==> src/poc_pkg.sv <==
// Package for the priority ordered cache: widths, beat structs, FSM states.
// No dependencies.
`default_nettype none
package poc_pkg;
  localparam int DEPTH     = 16;
  localparam int KEY_BITS  = 32;
  localparam int PRIO_BITS = 16;
  localparam int DATA_BITS = 32;
  localparam int IDX_BITS  = $clog2(DEPTH);
  localparam int CNT_BITS  = $clog2(DEPTH + 1);
  localparam int ENT_BITS  = KEY_BITS + PRIO_BITS + DATA_BITS;
  localparam logic MODE_LOOKUP = 1'b0;
  localparam logic MODE_INSERT = 1'b1;

  typedef struct packed {
    logic                 mode;
    logic [KEY_BITS-1:0]  key;
    logic [PRIO_BITS-1:0] priority_req;
    logic [DATA_BITS-1:0] payload;
  } req_t;

  typedef struct packed {
    logic                 hit;
    logic [DATA_BITS-1:0] hit_payload;
    logic [PRIO_BITS-1:0] hit_priority;
    logic                 evicted;
    logic [KEY_BITS-1:0]  evicted_key;
    logic [DATA_BITS-1:0] evicted_payload;
    logic [PRIO_BITS-1:0] evicted_priority;
    logic [31:0]          hits_so_far;
    logic [31:0]          misses_so_far;
    logic [CNT_BITS-1:0]  entries_held;
  } rsp_t;

  typedef struct packed {
    logic [KEY_BITS-1:0]  key;
    logic [PRIO_BITS-1:0] prio;
    logic [DATA_BITS-1:0] data;
  } entry_t;

  typedef enum logic [2:0] {
    ST_IDLE, ST_SCAN, ST_EVICT, ST_SHIFT, ST_PLACE, ST_DONE
  } state_t;
endpackage
`default_nettype wire

==> src/poc_ram.sv <==
// Generic single port RAM with registered read.
// No dependencies.
`default_nettype none
module poc_ram #(
  parameter int WIDTH = 8,
  parameter int DEPTH = 16
) (
  input  wire logic                     clk,
  input  wire logic                     we,
  input  wire logic [$clog2(DEPTH)-1:0] addr,
  input  wire logic [WIDTH-1:0]         wdata,
  output logic      [WIDTH-1:0]         rdata
);
  logic [WIDTH-1:0] mem [DEPTH];
  always_ff @(posedge clk) begin
    if (we) mem[addr] <= wdata;
    rdata <= mem[addr];
  end
endmodule
`default_nettype wire

==> src/priority_ordered_cache_top.sv <==
// Priority ordered cache: entries held in one RAM, sorted highest priority first.
// Depends on poc_pkg and poc_ram.
// A lookup reads the entries in order from slot 0 and ends at the first key match or
// after the last entry. An insert scans for the first entry whose priority is not above
// its own, moves it and all later entries up one slot, top down, and writes the new one
// there, or appends it at the end. When full, an insert first evicts the last entry.
// One item at a time; busy is high until the result cycle, when the next beat may start.
// Reset clears the counters and entry count and sets capacity to 16; RAM is not cleared.
// Results are a one cycle strobe; the receiver cannot stall.
`default_nettype none
module priority_ordered_cache_top
  import poc_pkg::*;
(
  input  wire logic                clk,
  input  wire logic                rst,
  input  wire logic                start,
  output logic                     busy,
  input  wire req_t                req,
  input  wire logic                cfg_we,
  input  wire logic [4:0]          cfg_data,
  output logic                     done,
  output rsp_t                     rsp
);
  state_t state, state_next;
  req_t cur;
  logic [4:0] capacity;
  logic [CNT_BITS-1:0] count;
  logic [31:0] hits, misses;
  // idx: address under scan/shift; rd_pend: read data from idx-last is valid
  logic [CNT_BITS-1:0] idx, pos;
  logic rd_pend;
  logic we;
  logic [IDX_BITS-1:0] addr;
  entry_t wdata, rdata;
  logic [CNT_BITS-1:0] eff_cap;
  logic full;

  poc_ram #(.WIDTH(ENT_BITS), .DEPTH(DEPTH)) u_ram (
    .clk(clk), .we(we), .addr(addr), .wdata(wdata), .rdata(rdata)
  );

  always_comb begin
    if (capacity == 5'd0 || 32'(capacity) > DEPTH) eff_cap = CNT_BITS'(DEPTH);
    else eff_cap = CNT_BITS'(capacity);
  end
  assign full = (count != '0) && (count >= eff_cap);
  assign busy = (state != ST_IDLE);

  // Next state. SCAN issues reads at idx and checks the entry from the last read.
  always_comb begin
    state_next = state;
    unique case (state)
      ST_IDLE:  if (start) state_next = (req.mode == MODE_INSERT && full) ? ST_EVICT : ST_SCAN;
      ST_EVICT: state_next = rd_pend ? ST_SCAN : ST_EVICT;
      ST_SCAN: begin
        if (rd_pend) begin
          if (cur.mode == MODE_LOOKUP) begin
            if (rdata.key == cur.key) state_next = ST_DONE;
            else if (idx == count) state_next = ST_DONE;
          end else if (!(rdata.prio > cur.priority_req)) begin
            state_next = ST_SHIFT;
          end else if (idx == count) begin
            state_next = ST_PLACE;
          end
        end else if (idx == count) begin
          state_next = (cur.mode == MODE_LOOKUP) ? ST_DONE : ST_PLACE;
        end
      end
      ST_SHIFT: if (idx == pos && !rd_pend) state_next = ST_PLACE;
      ST_PLACE: state_next = ST_DONE;
      ST_DONE:  state_next = ST_IDLE;
      default:  state_next = ST_IDLE;
    endcase
  end

  // RAM port: shift runs from the top down, read idx-1 then write it to idx.
  always_comb begin
    we = 1'b0;
    addr = idx[IDX_BITS-1:0];
    wdata = rdata;
    unique case (state)
      ST_SHIFT: begin
        if (rd_pend) begin
          we = 1'b1;
        end else begin
          addr = IDX_BITS'(idx - 1'b1);
        end
      end
      ST_PLACE: begin
        we = 1'b1;
        wdata = '{key: cur.key, prio: cur.priority_req, data: cur.payload};
      end
      default: ;
    endcase
  end

  always_ff @(posedge clk) begin
    if (rst) begin
      state <= ST_IDLE;
      capacity <= 5'd16;
      count <= '0;
      hits <= '0;
      misses <= '0;
      rd_pend <= 1'b0;
      done <= 1'b0;
    end else begin
      state <= state_next;
      done <= 1'b0;
      if (cfg_we) capacity <= cfg_data;
      unique case (state)
        ST_IDLE: begin
          rsp <= '0;
          idx <= '0;
          rd_pend <= 1'b0;
          if (start) begin
            cur <= req;
            if (req.mode == MODE_INSERT && full) begin
              idx <= CNT_BITS'(count - 1'b1);
              count <= CNT_BITS'(count - 1'b1);
            end
          end
        end
        ST_EVICT: begin
          if (rd_pend) begin
            rsp.evicted <= 1'b1;
            rsp.evicted_key <= rdata.key;
            rsp.evicted_payload <= rdata.data;
            rsp.evicted_priority <= rdata.prio;
            idx <= '0;
            rd_pend <= 1'b0;
          end else rd_pend <= 1'b1;
        end
        ST_SCAN: begin
          if (state_next == ST_SCAN) begin
            rd_pend <= 1'b1;
            idx <= idx + 1'b1;
          end else begin
            rd_pend <= 1'b0;
            if (cur.mode == MODE_LOOKUP) begin
              if (rd_pend && rdata.key == cur.key) begin
                rsp.hit <= 1'b1;
                rsp.hit_payload <= rdata.data;
                rsp.hit_priority <= rdata.prio;
                hits <= hits + 1'b1;
              end else misses <= misses + 1'b1;
            end else if (state_next == ST_SHIFT) begin
              pos <= CNT_BITS'(idx - 1'b1);
              idx <= count;
            end else begin
              pos <= count;
              idx <= count;
            end
          end
        end
        ST_SHIFT: begin
          if (rd_pend) begin
            rd_pend <= 1'b0;
            idx <= idx - 1'b1;
          end else if (idx != pos) rd_pend <= 1'b1;
        end
        ST_PLACE: count <= count + 1'b1;
        ST_DONE: begin
          done <= 1'b1;
          rsp.hits_so_far <= hits;
          rsp.misses_so_far <= misses;
          rsp.entries_held <= count;
        end
        default: ;
      endcase
    end
  end
endmodule
`default_nettype wire

==> config.mk <==
export PLATFORM = sky130hd
export DESIGN_NAME = priority_ordered_cache_top
export DESIGN_NICKNAME = d
export VERILOG_FILES = /design/src/poc_pkg.sv /design/src/poc_ram.sv /design/src/priority_ordered_cache_top.sv
export SDC_FILE = /design/constraint.sdc
export NUM_CORES = 2
export LEC_CHECK = 0
export ABC_AREA = 0
export ABC_CLOCK_PERIOD_IN_PS = 12600
export BUFFER_PORTS_ARGS = -buffer_cell sky130_fd_sc_hd__buf_2
export CAP_MARGIN = 20
export CELL_PAD_IN_SITES_DETAIL_PLACEMENT = 1
export CELL_PAD_IN_SITES_GLOBAL_PLACEMENT = 1
export CORE_ASPECT_RATIO = 0.75
export CORE_MARGIN = 1
export CORE_UTILIZATION = 54
export DETAILED_ROUTE_END_ITERATION = 6
export GPL_TIMING_DRIVEN = 1
export PLACE_DENSITY_LB_ADDON = 0.1
export SYNTH_ARGS = -nofsm -noshare
export SYNTH_HDL_FRONTEND = slang
export SYNTH_SLANG_ARGS = --single-unit
export TNS_END_PERCENT = 100
==> constraint.sdc <==
create_clock -name clk -period 12.6 [get_ports clk]
set_input_delay 1.26 -clock clk [delete_from_list [all_inputs] [get_ports clk]]
set_output_delay 1.26 -clock clk [all_outputs]
set_load 0.05 [all_outputs]
==> results.json <==
{
  "status": "completed",
  "p_total_mw": 12.8,
  "grt_pass1_vias": 34804,
  "arrival_ns": 6.31,
  "syn2layout_area_growth_pct": 12.8,
  "crit_slowest_cell": "buf_4",
  "hold_class": "flop to flop",
  "dpl_worst_slack_ns": 6.88,
  "power.density_nw_per_um2": 171,
  "diodes": 0,
  "nets": 3684,
  "p_sw_mw": 3.03,
  "r2r_setup_slack_ns": 6.94,
  "finalHoldViolations": 0,
  "regToRegStartpoint": "state[0]$_SDFF_PP0_",
  "root_buffer": "clkbuf_16",
  "drcViolationCount": 0,
  "numCtsBuffers": 161,
  "pwr-share-clk": 0.374,
  "min_period_over_period": 0.449,
  "postSynth.asyncResetShare": 0,
  "cp_common_cell": "buf_4",
  "power.leakage_nw": 25.1,
  "cts.clk_slew.worst_paths_ns": 0.06,
  "clock_skew_ns": 0.0208,
  "finalSetupViolations": 0,
  "synth_cell_types": 59,
  "post_route_cells_drive_above_1_share": 0.300,
  "cp-end-kind": "flop",
  "grt_max_degree": 144,
  "grt_use_total": 0.264,
  "cts_setup_buffers": 0,
  "die_area_um2": 125000,
  "yosys.area.top_type": "edfxtp_1",
  "initial_utilization": 0.545,
  "hpwl_um": 90600,
  "cts_tree": "built",
  "pwr-share-comb": 0.100,
  "crit_fanout": 101,
  "antenna_found_initial": 6,
  "drv_slew": 0,
  "port_buffers": 290,
  "max_cap_violations": 0,
  "firstDrtPassIters": 5,
  "fin_tns_setup_ns": 0,
  "wl_um": 163000,
  "drt_iter0_markers": 3385,
  "ctsResizeCount": 0,
  "internal_power_mw": 9.76,
  "syn-cell-area_um2": 66500,
  "min_period_ns": 5.66,
  "gr-total-overflow": 0,
  "clock_latency_ns": 0.78,
  "synth_warnings": 0,
  "rsz0062_at_grt": "no",
  "path_class": "flop to flop",
  "synth_edf_count": 1570,
  "r2r-end": "u_ram.rdata[49]$_DFF_P_",
  "layout_common_cells": "edfxtp_1, mux4_2, buf_2",
  "tightest_slew_ns": 1.10,
  "core_area_um2": 122000,
  "vias_per_cell": 6.20,
  "synthTopCellsByArea": "edfxtp_1, mux4_2, dfxtp_1",
  "postSynthAreaPerCell_um2": 20.7,
  "cts_max_path_buffers": 3,
  "synth_cells": 3217,
  "start_kind": "flop",
  "avgRoutedWirePerCell_um": 30.5,
  "hold_path_depth": 2,
  "drt.antenna.violating_nets": 0,
  "die_w_um": 407,
  "synth-main-ff-cell": "edfxtp_1",
  "grt_pass1_wl_um": 238000,
  "cts_sinks": 1729,
  "final_common_cell": "edfxtp_1",
  "holdBufCountCts": 0,
  "fmax_mhz": 177,
  "min_from": "hits[27]$_SDFFE_PP0P_",
  "num_rows": 111,
  "reg2reg_depth": 10,
  "hold-path-endpoint": "hits[27]$_SDFFE_PP0P_",
  "ir_worst_vdd_v": 0.000144,
  "die-height_um": 306,
  "ys_seq_elements": 1729,
  "hold_ws_ns": 0.511,
  "relSlewSlack": 0.265,
  "ios": 291,
  "yosysSeqAreaShare": 0.757,
  "h-tree-depth": 4,
  "fin_ws_ns": 6.94,
  "nFillCells": 10111,
  "routabilityCongestion": 0.773,
  "p_seq_frac": 0.527,
  "crit_chain": "buf_4, and2b_2, nand2_4, nor2_8, xnor2_4, buf_12, buf_4, buf_4, mux4_2, mux4_2",
  "num_vias": 33089,
  "critPathRequiredTime_ns": 13.25,
  "switching_share": 0.237,
  "crit_start": "state[0]$_SDFF_PP0_",
  "synth_top_area_frac": 0.709,
  "max_stage_delay_ns": 0.89,
  "synth_nets": 3335
}
## power groups by stage
stage / Clock (mW) / Sequential (mW) / Combinational, mW
after floorplan: 0 / 6.99 / 0.740
after global placement: 0 / 6.86 / 1.22
after detailed placement: 0 / 6.86 / 1.28
after CTS: 4.87 / 6.74 / 1.28
after global routing: 5.04 / 6.75 / 1.36
final: 4.78 / 6.74 / 1.27
## worst max-delay path: cells and delay by family, from the launching register on
family	cells	cell delay, ns
xor+xnor	1	0.16
buf+inv	4	2.92
flops	1	0.31
mux	2	1.11
simple gates	3	0.69
## how the worst max path moves through the flow
stage,endpoint,slack [ns]
finish,u_ram.rdata[49]$_DFF_P_,6.94
global route,u_ram.rdata[65]$_DFF_P_,6.41
CTS,u_ram.rdata[46]$_DFF_P_,6.86
detailed placement,u_ram.rdata[46]$_DFF_P_,6.88
global placement,u_ram.rdata[65]$_DFF_P_,7.08
floorplan,rsp[150]$_SDFFCE_PN0P_,2.48
## cell usage after synthesis, types with 28 or more instances
library cell / number
dfxtp_1: 159
a21oi_1: 64
xnor2_1: 59
and3_1: 138
edfxtp_1: 1570
nand2_1: 38
nand4_1: 36
inv_1: 38
clkbuf_1: 87
nand3_1: 33
mux4_2: 400
and2_1: 85
or3_1: 28
nor2_1: 71
buf_2: 44
mux2_1: 30
ha_1: 28
nor2b_1: 37
o21ai_0: 29
mux2_2: 81
## registers in the layout, summed over array words and instances, names as in the netlist
| register | cells |
|---|---|
| idx | 5 |
| u_ram.mem | 1280 |
| rsp | 199 |
| hits | 32 |
| count | 5 |
| u_ram.rdata | 80 |
| misses | 32 |
| state | 3 |
| rd_pend | 1 |
| capacity | 5 |
| cur | 81 |
| pos | 5 |
| done | 1 |
## layer usage
metal,global-route usage,part of all wire,up-vias
met2,0.420,0.49,1263
met5,0,0.00020,-
met4,0.0783,0.025,4
li1,-,-,13804
met3,0.0429,0.064,241
met1,0.381,0.43,17777
## area by class of cell
cell class                      instances  area, µm²  share of cell area
Clock buffer                          228       4530              0.0603
Clock inverter                         67        604             0.00806
Inverter                               38        143             0.00190
Multi-Input combinational cell       1272      15300               0.204
Sequential cell                      1729      50300               0.671
Tap cell                             1638       2050              0.0273
Timing Repair Buffer                  364       2090              0.0279
## through the flow
stage           util  cells  instance area, µm²
2_1_floorplan      -   3217               66500
3_3_place_gp   0.572   5037               69800
3_5_place_dp   0.572   5038               69800
4_1_cts        0.614   5333               75000
5_1_grt        0.615   5336               75000
6_report       0.615   5336               75000
## cell families after synthesis
kind of cell,count (synthesis),synth area share
AO/OA/AOI/OAI,137,0.0122
XOR/XNOR,69,0.00920
adder cells (fa/ha/maj),28,0.00527
buffers and inverters,216,0.0160
flip-flops,1729,0.757
multiplexers,522,0.156
AND/OR/NAND/NOR,516,0.0444
Note: power is estimated with default switching activity, not from simulation.
